===== config.mk =====
export PLATFORM = sky130hd
export DESIGN_NAME = sha512_queue
export DESIGN_NICKNAME = d
export VERILOG_FILES = /design/src/rtl/sha512_pkg.sv /design/src/rtl/sha512_queue.sv
export SDC_FILE = /design/constraint.sdc
export NUM_CORES = 1
export LEC_CHECK = 0
export BUFFER_PORTS_ARGS = -buffer_cell sky130_fd_sc_hd__buf_4
export CAP_MARGIN = 20
export CORE_ASPECT_RATIO = 1.25
export CORE_MARGIN = 1
export CORE_UTILIZATION = 60
export DETAILED_ROUTE_END_ITERATION = 6
export PLACE_DENSITY = 0.83
export SYNTH_ARGS = -nofsm -noshare
export SYNTH_HDL_FRONTEND = slang
export SYNTH_SLANG_ARGS = --single-unit
export TNS_END_PERCENT = 20

===== constraint.sdc =====
create_clock -name clk -period 4.9 [get_ports clk]
set_input_delay 0.98 -clock clk [delete_from_list [all_inputs] [get_ports clk]]
set_output_delay 0.98 -clock clk [all_outputs]
set_load 0.005 [all_outputs]

===== src/rtl/sha512_pkg.sv =====
`timescale 1ns / 1ps
`default_nettype none
package sha512_pkg;

  typedef struct packed {
    logic [63:0] message_word;
    logic [3:0]  valid_bytes;
    logic        last_word;
  } in_word_t;

  typedef struct packed {
    logic [63:0] digest_word;
    logic [2:0]  digest_index;
    logic        digest_last;
  } out_word_t;

  // One entry of the queue between front and back: a block word plus
  // a mark that closes the message after this word.
  typedef struct packed {
    logic [63:0] data;
    logic        final_word;
  } blk_word_t;

  localparam int unsigned QueueDepth = 4;

  localparam logic [63:0] PadWord = 64'h8000000000000000;

  function automatic logic [63:0] round_const(input logic [6:0] r);
    logic [63:0] k;
    begin
      unique case (r)
        7'd0: k = 64'h428a2f98d728ae22; 7'd1: k = 64'h7137449123ef65cd;
        7'd2: k = 64'hb5c0fbcfec4d3b2f; 7'd3: k = 64'he9b5dba58189dbbc;
        7'd4: k = 64'h3956c25bf348b538; 7'd5: k = 64'h59f111f1b605d019;
        7'd6: k = 64'h923f82a4af194f9b; 7'd7: k = 64'hab1c5ed5da6d8118;
        7'd8: k = 64'hd807aa98a3030242; 7'd9: k = 64'h12835b0145706fbe;
        7'd10: k = 64'h243185be4ee4b28c; 7'd11: k = 64'h550c7dc3d5ffb4e2;
        7'd12: k = 64'h72be5d74f27b896f; 7'd13: k = 64'h80deb1fe3b1696b1;
        7'd14: k = 64'h9bdc06a725c71235; 7'd15: k = 64'hc19bf174cf692694;
        7'd16: k = 64'he49b69c19ef14ad2; 7'd17: k = 64'hefbe4786384f25e3;
        7'd18: k = 64'h0fc19dc68b8cd5b5; 7'd19: k = 64'h240ca1cc77ac9c65;
        7'd20: k = 64'h2de92c6f592b0275; 7'd21: k = 64'h4a7484aa6ea6e483;
        7'd22: k = 64'h5cb0a9dcbd41fbd4; 7'd23: k = 64'h76f988da831153b5;
        7'd24: k = 64'h983e5152ee66dfab; 7'd25: k = 64'ha831c66d2db43210;
        7'd26: k = 64'hb00327c898fb213f; 7'd27: k = 64'hbf597fc7beef0ee4;
        7'd28: k = 64'hc6e00bf33da88fc2; 7'd29: k = 64'hd5a79147930aa725;
        7'd30: k = 64'h06ca6351e003826f; 7'd31: k = 64'h142929670a0e6e70;
        7'd32: k = 64'h27b70a8546d22ffc; 7'd33: k = 64'h2e1b21385c26c926;
        7'd34: k = 64'h4d2c6dfc5ac42aed; 7'd35: k = 64'h53380d139d95b3df;
        7'd36: k = 64'h650a73548baf63de; 7'd37: k = 64'h766a0abb3c77b2a8;
        7'd38: k = 64'h81c2c92e47edaee6; 7'd39: k = 64'h92722c851482353b;
        7'd40: k = 64'ha2bfe8a14cf10364; 7'd41: k = 64'ha81a664bbc423001;
        7'd42: k = 64'hc24b8b70d0f89791; 7'd43: k = 64'hc76c51a30654be30;
        7'd44: k = 64'hd192e819d6ef5218; 7'd45: k = 64'hd69906245565a910;
        7'd46: k = 64'hf40e35855771202a; 7'd47: k = 64'h106aa07032bbd1b8;
        7'd48: k = 64'h19a4c116b8d2d0c8; 7'd49: k = 64'h1e376c085141ab53;
        7'd50: k = 64'h2748774cdf8eeb99; 7'd51: k = 64'h34b0bcb5e19b48a8;
        7'd52: k = 64'h391c0cb3c5c95a63; 7'd53: k = 64'h4ed8aa4ae3418acb;
        7'd54: k = 64'h5b9cca4f7763e373; 7'd55: k = 64'h682e6ff3d6b2b8a3;
        7'd56: k = 64'h748f82ee5defb2fc; 7'd57: k = 64'h78a5636f43172f60;
        7'd58: k = 64'h84c87814a1f0ab72; 7'd59: k = 64'h8cc702081a6439ec;
        7'd60: k = 64'h90befffa23631e28; 7'd61: k = 64'ha4506cebde82bde9;
        7'd62: k = 64'hbef9a3f7b2c67915; 7'd63: k = 64'hc67178f2e372532b;
        7'd64: k = 64'hca273eceea26619c; 7'd65: k = 64'hd186b8c721c0c207;
        7'd66: k = 64'heada7dd6cde0eb1e; 7'd67: k = 64'hf57d4f7fee6ed178;
        7'd68: k = 64'h06f067aa72176fba; 7'd69: k = 64'h0a637dc5a2c898a6;
        7'd70: k = 64'h113f9804bef90dae; 7'd71: k = 64'h1b710b35131c471b;
        7'd72: k = 64'h28db77f523047d84; 7'd73: k = 64'h32caab7b40c72493;
        7'd74: k = 64'h3c9ebe0a15c9bebc; 7'd75: k = 64'h431d67c49c100d4c;
        7'd76: k = 64'h4cc5d4becb3e42b6; 7'd77: k = 64'h597f299cfc657e2a;
        7'd78: k = 64'h5fcb6fab3ad6faec; 7'd79: k = 64'h6c44198c4a475817;
        default: k = 64'h0;
      endcase
      return k;
    end
  endfunction

  function automatic logic [63:0] init_value(input logic [2:0] i);
    logic [63:0] v;
    begin
      unique case (i)
        3'd0: v = 64'h6a09e667f3bcc908;
        3'd1: v = 64'hbb67ae8584caa73b;
        3'd2: v = 64'h3c6ef372fe94f82b;
        3'd3: v = 64'ha54ff53a5f1d36f1;
        3'd4: v = 64'h510e527fade682d1;
        3'd5: v = 64'h9b05688c2b3e6c1f;
        3'd6: v = 64'h1f83d9abfb41bd6b;
        default: v = 64'h5be0cd19137e2179;
      endcase
      return v;
    end
  endfunction

endpackage
`default_nettype wire


===== src/rtl/sha512_queue.sv =====
`timescale 1ns / 1ps
`default_nettype none
module sha512_queue #(
  parameter int unsigned Depth = sha512_pkg::QueueDepth
) (
  input  wire logic                 clk,
  input  wire logic                 rst,
  input  wire sha512_pkg::blk_word_t push_data,
  input  wire logic                 push,
  output logic                      full,
  output sha512_pkg::blk_word_t     pop_data,
  input  wire logic                 pop,
  output logic                      not_empty
);

  localparam int unsigned AW = (Depth > 1) ? $clog2(Depth) : 1;

  sha512_pkg::blk_word_t slots [Depth];
  logic [AW-1:0] wr_ptr;
  logic [AW-1:0] rd_ptr;
  logic [AW:0]   count;

  assign full = (count == (AW+1)'(Depth));
  assign not_empty = (count != '0);
  assign pop_data = slots[rd_ptr];

  always_ff @(posedge clk) begin
    if (push) begin
      slots[wr_ptr] <= push_data;
    end
  end

  always_ff @(posedge clk) begin
    if (rst) begin
      wr_ptr <= '0;
      rd_ptr <= '0;
      count <= '0;
    end else begin
      if (push) begin
        wr_ptr <= (wr_ptr == AW'(Depth - 1)) ? '0 : wr_ptr + AW'(1);
      end
      if (pop) begin
        rd_ptr <= (rd_ptr == AW'(Depth - 1)) ? '0 : rd_ptr + AW'(1);
      end
      count <= count + (AW+1)'(push) - (AW+1)'(pop);
    end
  end

endmodule
`default_nettype wire


# Yosys cells after proc, flatten, opt, wreduce, memory -nomap -nowiden
# Memories as Yosys holds them, arrays and structs flattened. A register that Yosys moved wholly into a read port is not among the register bits.
# Index checks and enable logic that the tools add are counted.
[classes]
n_eq_ne = 3
n_mux = 6
addsub = 4
reduce_logical = 1
[op_table]
columns = ["cell", "count"]
rows = [
  ["$mux 2", 4],
  ["$add 2x1->2 const B", 2],
  ["$eq 2x2->1 const B", 2],
  ["$add 3x1->3", 1],
  ["$eq 3x3->1 const B", 1],
  ["$reduce_bool 3->1", 1],
  ["$sub 3x1->3", 1],
  ["$mux 1", 2],
]
[word_totals]
ff_bits = 7
wordCells = 18
ram_bits = 260
n_memories = 1
[mem_list]
columns = ["name", "depth", "width", "rd", "rd_ports_with_merged_regs", "wr", "line_no", "source"]
rows = [
  ["slots", 4, 65, 1, 1, 1, "sha512_queue.sv:18", "sha512_pkg::blk_word_t slots [Depth];"],
]

# Depth between registers and ports, before layout
[logic_depth]
depth_word = 4
depth_mapped = 7

# Least setup slack after synthesis
# No wires, ideal clock.
[synth_timing]
kind = "input-to-reg"
from = "in push"
to = "mem slots[0][0] (netlist name), enable pin"
n_path_buf = 0
arrival_time_ps = 2509
required_ps = 4470
stages = 1
path_slack_ps = 1961
cell_sequence = "and2_1"
[synth_between]
elab_chain_cells = 2
[synth_rtl]
columns = ["element", "line_no", "source"]
rows = [
  ["from (decl)", "sha512_queue.sv:9", "input wire logic push,"],
  ["$mux 1", "sha512_queue.sv:28", "if (push) begin"],
  ["$mux 1 (not written as such)", "sha512_queue.sv:29", "slots[wr_ptr] <= push_data;"],
  ["to (decl)", "sha512_queue.sv:18", ""],
]
# Every way passes these cells.

==> flow_summary.json <==
{
  "drt-vias-per-instance": 5.736,
  "cp-end-kind": "output port",
  "routedWlPerCell_um": 22.28,
  "synth-warning-count": 0,
  "fin_crit_ns": 3.516,
  "ys_seq_area_frac": 0.8085,
  "core_area_mm2": 0.01614,
  "drt_iter0_drc": 333,
  "grt_max_degree": 66,
  "nNetsFinal": 608,
  "p_per_area_mw_per_mm2": 415.3,
  "synth_nets": 459,
  "drc": 0,
  "use_met1": 0.2745,
  "slowest_stage": "dfxtp_4",
  "insertion_delay_ns": 0.50,
  "critPathMostFrequentCell": "buf_4",
  "dpl.cell_count": 721,
  "worstSetupStartpointType": "flip-flop",
  "cts_tree": "yes",
  "row_count": 52,
  "die_x_um": 116.8,
  "grt_pass1_wl_um": 26140,
  "worst_slew_margin_rel": 0.3402,
  "die_h_um": 145.5,
  "top_usage_layer": "met2",
  "vias": 4388,
  "track_usage": 0.2100,
  "die_area_mm2": 0.01699,
  "cp.arrival_ns": 2.54,
  "start_util": 0.6123,
  "p_sw_w": 0.0009902,
  "intPower_w": 0.003912,
  "final_max_slew_viol_count": 0,
  "port_buffers": 135,
  "syn2layout_area_growth_pct": 19.48,
  "layout_commonest_cell": "edfxtp_1",
  "cts_buffer_depth": 3,
  "root_buffer": "clkbuf_16",
  "dp_worst_setup_slack_ns": 1.847,
  "clkTransAtPathRegs_ns": 0.06,
  "p_seq_frac": 0.547,
  "dpl.hpwl_um": 9846,
  "cp.required_ns": 3.92,
  "synth-seq-cells": 269,
  "synth_cells": 382,
  "path_cells": "buf_4 -> mux4_2 -> buf_4",
  "ant_nets": 0,
  "cts.repair.resized": 0,
  "leakage_nw": 3.997,
  "slowest_delay_ns": 0.87,
  "pwr-share-clk": 0.367,
  "first_pass_iters": 5,
  "ys_types": 21,
  "finClkSkew_ns": 0.007472,
  "met2_usage": 0.3553,
  "hold_path_class": "flip-flop to flip-flop",
  "outcome": "complete, no violations",
  "fmax_ghz": 0.2844,
  "cts_buffers": 24,
  "critical_path_class": "flip-flop to output port",
  "p_sw_frac": 0.2020,
  "grt_pass1_vias": 4664,
  "overflow": 0,
  "gp_congestion": 0.7041,
  "boundaryPins": 136,
  "rsz0062_at_grt": "no",
  "synth_area_mm2": 0.009879,
  "avgSynthCellArea_um2": 25.86,
  "tns_ns": 0,
  "finalCritPeriodShare": 0.7175,
  "post-cts-setup-buffers": 0,
  "worst_ir_drop_vdd_v": 0.0003383,
  "finalNonFillerCells": 765,
  "critPathMaxFanout": 39,
  "comb_power_share": 0.086,
  "cts_sinks": 269,
  "antenna_found_initial": 1,
  "cts_hold_buf": 0,
  "setup_violations": 0,
  "htree_levels": 1,
  "timing.max_cap.violations": 0,
  "hold_viol": 0,
  "drive_gt1_frac": 0.4434,
  "grt_use_met3": 0.03623,
  "route.final.wire_length_um": 17040,
  "fin_ws_ns": 1.384,
  "layout_common_cells": "260 x edfxtp_1, 137 x buf_4, 65 x mux4_2",
  "worst_slew_pin_slew_ns": 0.9897
}
-- synthesized netlist by cell type --
master | number | area, µm²
xor3_1 | 1 | 23.77
and2_1 | 4 | 25.02
mux4_2 | 65 | 1464
clkbuf_1 | 1 | 3.750
nor2_1 | 3 | 11.26
nor2b_1 | 2 | 12.51
buf_2 | 6 | 30.03
buf_4 | 1 | 7.510
edfxtp_1 | 260 | 7807
or3b_2 | 2 | 17.52
fa_1 | 1 | 20.02
or3_1 | 1 | 6.260
ha_1 | 7 | 87.58
mux2i_1 | 2 | 20.02
dfxtp_1 | 9 | 180.2
inv_1 | 6 | 22.52
nand2b_1 | 2 | 12.51
and3_1 | 1 | 6.260
a21oi_1 | 2 | 10.01
buf_6 | 1 | 11.26
buf_12 | 5 | 100.1
-- critical path: cells and delay by family (launching register included) --
kind                   cells  cell delay, ns
buffers and inverters      2            0.57
flip-flops                 1            0.87
multiplexers               1            0.57
-- final timing paths --
check,from,to,slack [ns],cells after the start
hold / removal,rd_ptr[0],flip-flop,0.51,2
setup / recovery,flip-flop,pop_data[56],1.38,3
setup reg to reg,wr_ptr[0],slots[2][55],3.08,3
hold reg to reg,rd_ptr[0],flip-flop,0.51,2
-- state kept, by name, summed over array words and instances, names as in the netlist, named ones only --
register  flops
wr_ptr        2
slots       260
rd_ptr        2
count         3
-- layout make-up --
cell class | instances | area (µm²)
Sequential cell | 269 | 7995
Fill cell | 972 | 4332
Multi-Input combinational cell | 93 | 1727
Timing Repair Buffer | 137 | 1028
Clock buffer | 29 | 640.6
Tap cell | 216 | 270.3
Clock inverter | 14 | 117.6
Inverter | 6 | 22.52
Antenna cell | 1 | 2.502
-- logic make-up after synthesis --
logic type,after synthesis,synth area share
flops,269,0.8085
mux,67,0.1502
buf+inv,20,0.01773
fa+ha+maj,8,0.01089
xor+xnor,1,0.002406
compound gates,2,0.001013
simple gates,15,0.009245
-- through the flow --
step / hold WS [ns] / util / instance area [µm²] / power, W
floorplan: 0.4685 / - / 9879 / 0.002934
global placement: 0.4743 / 0.6844 / 11040 / 0.003136
global route: 0.5429 / 0.7314 / 11800 / 0.005062
finish: 0.5058 / 0.7315 / 11800 / 0.004902
detailed placement: 0.4925 / 0.6844 / 11040 / 0.003162
CTS: 0.5024 / 0.7314 / 11800 / 0.004940
-- metal layers --
layer | share of wire | routed length (µm) | vias up
li1 | - | - | 1922
met1 | 0.37 | 6262 | 2289
met2 | 0.55 | 9300 | 140
met3 | 0.055 | 931 | 37
met4 | 0.032 | 547 | 0
met5 | 0 | 0 | -
-- power by group through the flow --
stage               sequential [W]  combinational [W]  clock, W
global placement           0.00272           0.000412         0
CTS                        0.00269           0.000431   0.00182
global route               0.00269           0.000453   0.00192
detailed placement         0.00273           0.000428         0
finish                     0.00268           0.000422   0.00180
floorplan                  0.00270           0.000239         0
Note: power is estimated with default switching activity, not from simulation.
