<file path="config.mk">
export PLATFORM = sky130hd
export DESIGN_NAME = sha512_front
export DESIGN_NICKNAME = d
export VERILOG_FILES = /design/src/rtl/sha512_pkg.sv /design/src/rtl/sha512_front.sv
export SDC_FILE = /design/constraint.sdc
export NUM_CORES = 1
export LEC_CHECK = 0
export ABC_AREA = 0
export BUFFER_PORTS_ARGS = -buffer_cell sky130_fd_sc_hd__buf_2
export CAP_MARGIN = 0
export CORE_MARGIN = 8
export CORE_UTILIZATION = 45
export DETAILED_ROUTE_END_ITERATION = 10
export PLACE_DENSITY = 0.79
export SLEW_MARGIN = 20
export SYNTH_ARGS = -nofsm -noshare
export SYNTH_HDL_FRONTEND = slang
export SYNTH_SLANG_ARGS = --single-unit
</file>
<file path="constraint.sdc">
create_clock -name clk -period 3.1 [get_ports clk]
set_input_delay 0.31 -clock clk [delete_from_list [all_inputs] [get_ports clk]]
set_output_delay 0.31 -clock clk [all_outputs]
set_load 0.02 [all_outputs]
</file>
<file path="src/rtl/sha512_pkg.sv">
`timescale 1ns / 1ps
`default_nettype none
package sha512_pkg;

  typedef struct packed {
    logic [63:0] message_word;
    logic [3:0]  valid_bytes;
    logic        last_word;
  } in_word_t;

  typedef struct packed {
    logic [63:0] digest_word;
    logic [2:0]  digest_index;
    logic        digest_last;
  } out_word_t;

  // One entry of the queue between front and back: a block word plus
  // a mark that closes the message after this word.
  typedef struct packed {
    logic [63:0] data;
    logic        final_word;
  } blk_word_t;

  localparam int unsigned QueueDepth = 4;

  localparam logic [63:0] PadWord = 64'h8000000000000000;

  function automatic logic [63:0] round_const(input logic [6:0] r);
    logic [63:0] k;
    begin
      unique case (r)
        7'd0: k = 64'h428a2f98d728ae22; 7'd1: k = 64'h7137449123ef65cd;
        7'd2: k = 64'hb5c0fbcfec4d3b2f; 7'd3: k = 64'he9b5dba58189dbbc;
        7'd4: k = 64'h3956c25bf348b538; 7'd5: k = 64'h59f111f1b605d019;
        7'd6: k = 64'h923f82a4af194f9b; 7'd7: k = 64'hab1c5ed5da6d8118;
        7'd8: k = 64'hd807aa98a3030242; 7'd9: k = 64'h12835b0145706fbe;
        7'd10: k = 64'h243185be4ee4b28c; 7'd11: k = 64'h550c7dc3d5ffb4e2;
        7'd12: k = 64'h72be5d74f27b896f; 7'd13: k = 64'h80deb1fe3b1696b1;
        7'd14: k = 64'h9bdc06a725c71235; 7'd15: k = 64'hc19bf174cf692694;
        7'd16: k = 64'he49b69c19ef14ad2; 7'd17: k = 64'hefbe4786384f25e3;
        7'd18: k = 64'h0fc19dc68b8cd5b5; 7'd19: k = 64'h240ca1cc77ac9c65;
        7'd20: k = 64'h2de92c6f592b0275; 7'd21: k = 64'h4a7484aa6ea6e483;
        7'd22: k = 64'h5cb0a9dcbd41fbd4; 7'd23: k = 64'h76f988da831153b5;
        7'd24: k = 64'h983e5152ee66dfab; 7'd25: k = 64'ha831c66d2db43210;
        7'd26: k = 64'hb00327c898fb213f; 7'd27: k = 64'hbf597fc7beef0ee4;
        7'd28: k = 64'hc6e00bf33da88fc2; 7'd29: k = 64'hd5a79147930aa725;
        7'd30: k = 64'h06ca6351e003826f; 7'd31: k = 64'h142929670a0e6e70;
        7'd32: k = 64'h27b70a8546d22ffc; 7'd33: k = 64'h2e1b21385c26c926;
        7'd34: k = 64'h4d2c6dfc5ac42aed; 7'd35: k = 64'h53380d139d95b3df;
        7'd36: k = 64'h650a73548baf63de; 7'd37: k = 64'h766a0abb3c77b2a8;
        7'd38: k = 64'h81c2c92e47edaee6; 7'd39: k = 64'h92722c851482353b;
        7'd40: k = 64'ha2bfe8a14cf10364; 7'd41: k = 64'ha81a664bbc423001;
        7'd42: k = 64'hc24b8b70d0f89791; 7'd43: k = 64'hc76c51a30654be30;
        7'd44: k = 64'hd192e819d6ef5218; 7'd45: k = 64'hd69906245565a910;
        7'd46: k = 64'hf40e35855771202a; 7'd47: k = 64'h106aa07032bbd1b8;
        7'd48: k = 64'h19a4c116b8d2d0c8; 7'd49: k = 64'h1e376c085141ab53;
        7'd50: k = 64'h2748774cdf8eeb99; 7'd51: k = 64'h34b0bcb5e19b48a8;
        7'd52: k = 64'h391c0cb3c5c95a63; 7'd53: k = 64'h4ed8aa4ae3418acb;
        7'd54: k = 64'h5b9cca4f7763e373; 7'd55: k = 64'h682e6ff3d6b2b8a3;
        7'd56: k = 64'h748f82ee5defb2fc; 7'd57: k = 64'h78a5636f43172f60;
        7'd58: k = 64'h84c87814a1f0ab72; 7'd59: k = 64'h8cc702081a6439ec;
        7'd60: k = 64'h90befffa23631e28; 7'd61: k = 64'ha4506cebde82bde9;
        7'd62: k = 64'hbef9a3f7b2c67915; 7'd63: k = 64'hc67178f2e372532b;
        7'd64: k = 64'hca273eceea26619c; 7'd65: k = 64'hd186b8c721c0c207;
        7'd66: k = 64'heada7dd6cde0eb1e; 7'd67: k = 64'hf57d4f7fee6ed178;
        7'd68: k = 64'h06f067aa72176fba; 7'd69: k = 64'h0a637dc5a2c898a6;
        7'd70: k = 64'h113f9804bef90dae; 7'd71: k = 64'h1b710b35131c471b;
        7'd72: k = 64'h28db77f523047d84; 7'd73: k = 64'h32caab7b40c72493;
        7'd74: k = 64'h3c9ebe0a15c9bebc; 7'd75: k = 64'h431d67c49c100d4c;
        7'd76: k = 64'h4cc5d4becb3e42b6; 7'd77: k = 64'h597f299cfc657e2a;
        7'd78: k = 64'h5fcb6fab3ad6faec; 7'd79: k = 64'h6c44198c4a475817;
        default: k = 64'h0;
      endcase
      return k;
    end
  endfunction

  function automatic logic [63:0] init_value(input logic [2:0] i);
    logic [63:0] v;
    begin
      unique case (i)
        3'd0: v = 64'h6a09e667f3bcc908;
        3'd1: v = 64'hbb67ae8584caa73b;
        3'd2: v = 64'h3c6ef372fe94f82b;
        3'd3: v = 64'ha54ff53a5f1d36f1;
        3'd4: v = 64'h510e527fade682d1;
        3'd5: v = 64'h9b05688c2b3e6c1f;
        3'd6: v = 64'h1f83d9abfb41bd6b;
        default: v = 64'h5be0cd19137e2179;
      endcase
      return v;
    end
  endfunction

endpackage
`default_nettype wire

</file>
<file path="src/rtl/sha512_front.sv">
`timescale 1ns / 1ps
`default_nettype none
// Takes message words, counts the length, and expands a last word into
// the full padding sequence of block words, one per cycle unless q_full.
module sha512_front (
  input  wire logic                  clk,
  input  wire logic                  rst,
  input  wire sha512_pkg::in_word_t  in_data,
  input  wire logic                  in_valid,
  output logic                       in_stall,
  output sha512_pkg::blk_word_t      q_data,
  output logic                       q_push,
  input  wire logic                  q_full
);

  localparam logic [1:0] StIdle  = 2'd0;
  localparam logic [1:0] StPad   = 2'd1;
  localparam logic [1:0] StZero  = 2'd2;
  localparam logic [1:0] StSpill = 2'd3;

  localparam logic [63:0] PadShift = sha512_pkg::PadWord;

  logic [1:0]  state;
  logic [3:0]  pos;
  logic [63:0] bit_count;
  logic [3:0]  nbytes;
  logic [63:0] keep;
  logic [63:0] new_count;
  logic [63:0] word_out;
  logic        take;

  always_comb begin
    nbytes = (in_data.valid_bytes > 4'd8) ? 4'd8 : in_data.valid_bytes;
    keep = (nbytes == 4'd0) ? 64'h0 : ~(64'hffffffffffffffff >> {nbytes[3:0], 3'b000});
    if (!in_data.last_word) begin
      new_count = bit_count + 64'd64;
    end else begin
      new_count = bit_count + {57'd0, nbytes, 3'b000};
    end
    if (nbytes == 4'd8 || !in_data.last_word) begin
      word_out = in_data.message_word;
    end else begin
      word_out = (in_data.message_word & keep) | (PadShift >> {nbytes[2:0], 3'b000});
    end
  end

  assign in_stall = (state != StIdle) || q_full;
  assign take = in_valid && !in_stall;

  always_comb begin
    q_push = 1'b0;
    q_data = '{data: 64'h0, final_word: 1'b0};
    unique case (state)
      StIdle: begin
        q_push = take;
        q_data.data = word_out;
      end
      StPad: begin
        q_push = !q_full;
        q_data.data = PadShift;
      end
      StZero: begin
        q_push = !q_full;
        q_data.data = (pos == 4'd15) ? bit_count : 64'h0;
        q_data.final_word = (pos == 4'd15);
      end
      default: begin
        // A zero word that closes a block with no room for the length.
        q_push = !q_full;
        q_data.data = 64'h0;
      end
    endcase
  end

  // After each pushed word, decide what follows: positions 14 and 15 carry
  // the length, so a pad word that lands at 14 or 15 spills to a new block.
  always_ff @(posedge clk) begin
    if (rst) begin
      state <= StIdle;
      pos <= 4'd0;
      bit_count <= 64'd0;
    end else if (q_push) begin
      pos <= pos + 4'd1;
      unique case (state)
        StIdle: begin
          bit_count <= new_count;
          if (in_data.last_word) begin
            if (nbytes == 4'd8) begin
              state <= StPad;
            end else if (pos == 4'd14) begin
              state <= StSpill;
            end else begin
              state <= StZero;
            end
          end
        end
        StPad: state <= (pos == 4'd14) ? StSpill : StZero;
        StZero: begin
          if (pos == 4'd15) begin
            state <= StIdle;
            pos <= 4'd0;
            bit_count <= 64'd0;
          end
        end
        default: begin
          state <= StZero;
        end
      endcase
    end
  end

endmodule
`default_nettype wire

</file>
== Word-level counts from Yosys, hierarchy flattened ==
Index checks and enable logic that the tools add are counted.

* Add/sub/neg operators: 3
* Order comparisons: 1
* Eq/ne operators: 7
* Shifts and indexed selects: 2
* Muxes and demuxes: 17
* Bitwise operators: 3
* Reductions and logical operators: 12

{| class="wikitable"
|+ Operators with widths
! kind !! number
|-
| 64-bit 2-to-1 mux || 5
|-
| 64-bit one-hot mux with 3 select lines || 1
|-
| 64-bit one-hot mux with 2 select lines || 1
|-
| 64-bit by 7-bit adder with 64-bit output || 1
|-
| 64-bit by 7-bit adder with 64-bit output (second input constant) || 1
|-
| 64-bit AND || 1
|-
| 64-bit inverter || 1
|-
| 64-bit OR || 1
|-
| 64-bit by 6-bit >> shifter with 64-bit output (first input constant) || 1
|-
| 64-bit by 7-bit >> shifter with 64-bit output (first input constant) || 1
|-
| 4-bit == test (second input constant) || 3
|-
| 4-bit 2-to-1 mux || 3
|-
| 2-bit 2-to-1 mux || 3
|-
| 2-bit one-hot mux with 3 select lines || 1
|-
| 3-bit AND reduction || 2
|-
| 4-bit by 1-bit adder with 4-bit output (second input constant) || 1
|-
| 4-bit greater-than comparator (second input constant) || 1
|-
| 4-bit logical NOT || 1
|-
| 2-bit != test (second input constant) || 2
|-
| 2-bit nonzero test || 2
|-
| 1-bit logical NOT || 3
|-
| 1-bit 2-to-1 mux || 3
|-
| 2-bit by 1-bit == test with 1-bit output (second input constant) || 1
|-
| 2-bit == test (second input constant) || 1
|-
| 3 further kinds || 4
|}

* Register bits: 70
* Bits of input ports: 73
* Output and inout port bits: 67
* Word-level logic and storage cells: 48

== Longest topological paths before layout ==
* Depth in word-level cells: 9
* Gate-level depth with buffers: 12
* Gate-level depth less buffers: 9

== Worst setup path before layout ==
No wires, ideal clock.

* Path kind: input port to flip-flop
* From: input in_data[1] in the netlist's numbering
* To: register bit_count[63]
* Library setup time: 0.070 ns
* Data arrival time: 2.668 ns
* Data required time: 3.030 ns
* Path slack: 0.361 ns
* Stages on the path: 11
* Path buffers: 2
* Cells stage by stage: clkbuf_1 nor2b_1 ha_1 inv_1 fa_1 nand2b_1 a21oi_1 o2111ai_2 buf_2 or4_1 a21oi_1

* Word-level cells in the longest chain between the ends: 5

{| class="wikitable"
|+ RTL lines
! what !! line !! source
|-
| start, declared || sha512_front.sv:8 || <nowiki>input wire sha512_pkg::in_word_t in_data,</nowiki>
|-
| 4-bit greater-than comparator || sha512_front.sv:33 || <nowiki>nbytes = (in_data.valid_bytes > 4'd8) ? 4'd8 : in_data.valid_bytes;</nowiki>
|-
| 4-bit 2-to-1 mux * || sha512_front.sv:33 ||
|-
| 64-bit by 7-bit adder with 64-bit output * || sha512_front.sv:38 || <nowiki>new_count = bit_count + {57'd0, nbytes, 3'b000};</nowiki>
|-
| 64-bit 2-to-1 mux * || sha512_front.sv:35 || <nowiki>if (!in_data.last_word) begin</nowiki>
|-
| 64-bit one-hot mux with 2 select lines * || sha512_front.sv:84 || <nowiki>unique case (state)</nowiki>
|-
| end signal, assigned || sha512_front.sv:86 || <nowiki>bit_count <= new_count;</nowiki>
|-
| end, declared || sha512_front.sv:25 || <nowiki>logic [63:0] bit_count;</nowiki>
|}

Every way passes the cells marked *; elsewhere a longest branch is shown, timed or not.
A chain may end at the register's enable or synchronous reset.

==> impl_table.tex <==
\begin{tabular}{lr}
\hline
Metric & Value \\
\hline
\multicolumn{2}{l}{\textbf{Synth}} \\
Post-synthesis sequential element count & 67 \\
Area fraction in and, or, nand and nor cells after synthesis & 28.8\% \\
Largest family of logic cells by synthesized area & compound AO/OA/AOI/OAI gates \\
Share of flip-flops with an asynchronous set or reset & 0\% \\
Number of warnings reported in the yosys synthesis log & 0 \\
Number of distinct standard cells referenced by the synthesized netlist & 48 \\
Compound-cell area share of the yosys netlist & 30.5\% \\
Mux contribution to synthesized area & 1.36\% \\
Net Count, Synth & 639 \\
Share of the yosys chip area belonging to registers & roughly 30\% \\
Number of flops mapped to enable cells by yosys & 0 \\
Adder-Cell Fraction of Synth Area & between 2 and 2.5\% \\
Mean Syn Cell Area & between 7 and 8 sq um \\
Netlist Area Pre-Place & 4410 sq um \\
Xor/xnor cell area share of the yosys netlist & under 10\% \\
Number of instances in the synthesized netlist & 558 \\
Ys flop type & sky130\_fd\_sc\_hd\_\_dfxtp\_1 \\
\multicolumn{2}{l}{\textbf{Layout}} \\
Commonest non-fill, non-tap cell in the layout & sky130\_fd\_sc\_hd\_\_buf\_2 \\
Top library cells by usage in the layout, fill and taps aside & sky130\_fd\_sc\_hd\_\_buf\_2 (139), sky130\_fd\_sc\_hd\_\_dfxtp\_1 (67), sky130\_fd\_sc\_hd\_\_a22o\_1 (53) \\
Fraction of layout cells with a size suffix above 1 & about a quarter \\
Area delta synth->final & 23.9\% \\
Inserted Diodes & 0 \\
Total number of nets in the final design & 774 \\
\multicolumn{2}{l}{\textbf{Placed design}} \\
Count of input and output buffers & 139 \\
Pre-CTS WS & about 0.22 ns \\
Post-detailed-placement half-perimeter wirelength & 11300 microns \\
Routability congestion estimate from global placement & 0.907 \\
\multicolumn{2}{l}{\textbf{Setup path}} \\
Crit start category & flop \\
Classification of the worst setup path & reg -> out \\
Max Fanout on Critical Path & 10 \\
Critical Path Max Stage Delay & 0.64 ns \\
Crit path required time & 2.79 ns \\
Master of the slowest instance on the critical path & sky130\_fd\_sc\_hd\_\_nor3\_2 \\
Cell chain of the critical path & or2\_2 > nor3\_2 > o21a\_1 > a22o\_1 > buf\_2 \\
Arrival time at the worst endpoint & 2.69 ns \\
Endpoint class of the critical path & output port \\
\multicolumn{2}{l}{\textbf{Timing}} \\
Summed negative setup slack over all endpoints & 0 ns \\
Final max-slew violation count & 0 \\
Highest Clock Rate & 334 MHz \\
Unrepaired setup endpoints after global routing & no \\
Final hold slack & 0.288 ns \\
Final clock skew & 0.00661 ns \\
Count of final setup violators & 0 \\
Normalized max-slew margin & 31.1\% \\
Final critical delay including setup and external delays & around 3.0 ns \\
Final count of hold timing violations & 0 \\
Worst Tran Pin Value & roughly 1.0 ns \\
Crit path setup slack, layout & $\sim$0.10 ns \\
Final clock period utilization by the worst path & 96.6\% \\
\multicolumn{2}{l}{\textbf{Power}} \\
Internal power consumption & 1390 uW \\
Clock Power Share & between 30\% and 40\% \\
Reg power frac & 43.5\% \\
Power Total & 2020 uW \\
Worst-case vdd ir drop & 0.000254 V \\
Combinational Power Share & between 20\% and 30\% \\
Power spent charging and discharging nets & 637 uW \\
Leakage power total & 0.00209 uW \\
Sw Share & 31.5\% \\
Pwr/cell area & about 370 nW/um\^{}2 \\
\multicolumn{2}{l}{\textbf{GRT}} \\
Overall routing resource usage & 21.8\% \\
Pin count of the biggest net entering global routing & 53 \\
Met1 layer usage reported by global route & 26.1\% \\
Total congestion overflow & 0 \\
Global-route met2 utilization & 35.8\% \\
Grt met3 use & 5.72\% \\
Global-route wire length before repair & 23400 microns \\
Number of global-route vias before repair & 4794 \\
Initial antenna violation count & 0 \\
Most used routing layer & met2 \\
\multicolumn{2}{l}{\textbf{CTS}} \\
Quantity of gates resized following cts & 0 \\
Worst skew pair latency & 0.34 ns \\
CTS Hold Bufs & 0 \\
Number of setup buffers added after CTS & 0 \\
Maximum clock path buffer count & 2 \\
Num CTS Buffers & 9 \\
Clock edge transition at the registers on the reported setup and hold paths & 0.07 ns \\
CTS tree & done \\
H-tree levels & 3 \\
Clock Sinks & 67 \\
Clock Tree Root & sky130\_fd\_sc\_hd\_\_clkbuf\_8 \\
\multicolumn{2}{l}{\textbf{Routing}} \\
Antenna viol nets, final & 0 \\
Pre-antenna DRT Iters & 6 \\
Number of DRC markers after the initial detailed-route iteration & 422 \\
Vias per cell & a little over 6 \\
Mean routed wirelength per cell & between 15 and 20 microns \\
Total via count after detailed routing & 5086 \\
Drt total wl & 14900 microns \\
Total DRC errors in the routed layout & 0 \\
\multicolumn{2}{l}{\textbf{Job}} \\
Max-Cap Viols & 0 \\
\multicolumn{2}{l}{\textbf{Die}} \\
Die height & between 100 and 150 microns \\
Die area & 13200 sq um \\
IO Pins & 140 \\
Initial core utilization & 45.8\% \\
Horiz. Die Dim & 115 microns \\
Area of the core & 9640 sq um \\
Row count & 36 \\
\multicolumn{2}{l}{\textbf{Min path}} \\
Hold crit path type & in -> reg \\
\multicolumn{2}{l}{\textbf{Outcome}} \\
Status & completed \\
\hline
\end{tabular}
-- synthesized netlist by cell type (3+ instances only) --
| master | count | area share, % |
|---|---|---|
| sky130_fd_sc_hd__a21oi_1 | 52 | 5.9 |
| sky130_fd_sc_hd__a22o_1 | 53 | 11 |
| sky130_fd_sc_hd__and2_1 | 6 | 0.85 |
| sky130_fd_sc_hd__and3_1 | 6 | 0.85 |
| sky130_fd_sc_hd__buf_2 | 5 | 0.57 |
| sky130_fd_sc_hd__clkbuf_1 | 21 | 1.8 |
| sky130_fd_sc_hd__dfxtp_1 | 67 | 30 |
| sky130_fd_sc_hd__ha_1 | 7 | 2.0 |
| sky130_fd_sc_hd__inv_1 | 14 | 1.2 |
| sky130_fd_sc_hd__mux2i_1 | 6 | 1.4 |
| sky130_fd_sc_hd__nand2_1 | 43 | 3.7 |
| sky130_fd_sc_hd__nand2b_1 | 8 | 1.1 |
| sky130_fd_sc_hd__nand3_1 | 25 | 2.8 |
| sky130_fd_sc_hd__nand4_1 | 22 | 3.1 |
| sky130_fd_sc_hd__nor2_1 | 45 | 3.8 |
| sky130_fd_sc_hd__nor2b_1 | 6 | 0.85 |
| sky130_fd_sc_hd__nor3_1 | 13 | 1.5 |
| sky130_fd_sc_hd__nor4_1 | 7 | 0.99 |
| sky130_fd_sc_hd__nor4_2 | 4 | 1.1 |
| sky130_fd_sc_hd__o2111ai_1 | 4 | 0.79 |
| sky130_fd_sc_hd__o2111ai_2 | 3 | 1.0 |
| sky130_fd_sc_hd__o211ai_1 | 6 | 1.0 |
| sky130_fd_sc_hd__o21a_1 | 4 | 0.68 |
| sky130_fd_sc_hd__o21ai_0 | 32 | 3.6 |
| sky130_fd_sc_hd__o31ai_1 | 18 | 3.1 |
| sky130_fd_sc_hd__or3_1 | 23 | 3.3 |
| sky130_fd_sc_hd__or4_1 | 19 | 3.2 |
| sky130_fd_sc_hd__xnor2_1 | 3 | 0.60 |
| sky130_fd_sc_hd__xor2_1 | 11 | 2.2 |
-- cells by family after synthesis --
kind of cell | count (synthesis)
AND/OR/NAND/NOR | 234
adder cells (fa/ha/maj) | 8
buffers and inverters | 42
XOR/XNOR | 14
multiplexers | 6
AO/OA/AOI/OAI | 187
flip-flops | 67
-- through the flow --
stage | cell area (sq um) | util, % | instances
2_1_floorplan | 4410 | - | 558
3_3_place_gp | 5290 | 54.9 | 815
3_5_place_dp | 5290 | 54.9 | 815
4_1_cts | 5470 | 56.7 | 831
5_1_grt | 5470 | 56.7 | 831
6_report | 5470 | 56.7 | 831
-- sequential cells by signal, summed over array words and instances (netlist names) --
| register | flops |
|---|---|
| pos | 4 |
| state | 2 |
| bit_count | 61 |
-- power groups by stage --
stage	sequential [uW]	clock, uW	combinational [uW]
3_3_place_gp	898	0	472
2_1_floorplan	894	0	301
6_report	879	661	482
3_5_place_dp	898	0	482
5_1_grt	880	703	520
4_1_cts	879	661	483
-- routing by layer --
metal	share of wire (%)	wire, microns
met1	42	6270
met2	47	6940
met3	8.0	1190
met4	3.3	487
met5	0	0
-- worst paths after layout --
check                     start             to  slack (ns)  depth (start not counted)
hold reg to reg   bit_count[63]  bit_count[63]        0.49                          2
hold / removal              rst         pos[2]        0.29                          2
setup reg to reg         pos[0]  bit_count[30]        0.41                          7
setup / recovery       state[1]      q_data[9]        0.10                          5
-- worst max-delay path: cells and delay by family, from the launching register on --
family | cells | cell delay (ns)
AND/OR/NAND/NOR | 2 | 1.09
AO/OA/AOI/OAI | 2 | 0.65
flip-flops | 1 | 0.41
buffers and inverters | 1 | 0.18
-- final cells by class --
type | count | area [sq um]
Clock inverter | 2 | 10.0
Timing Repair Buffer | 152 | 818
Multi-Input combinational cell | 449 | 2920
Tap cell | 133 | 166
Sequential cell | 67 | 1340
Fill cell | 906 | 4170
Inverter | 14 | 52.6
Clock buffer | 14 | 163
Note: power is estimated with default switching activity, not from simulation.
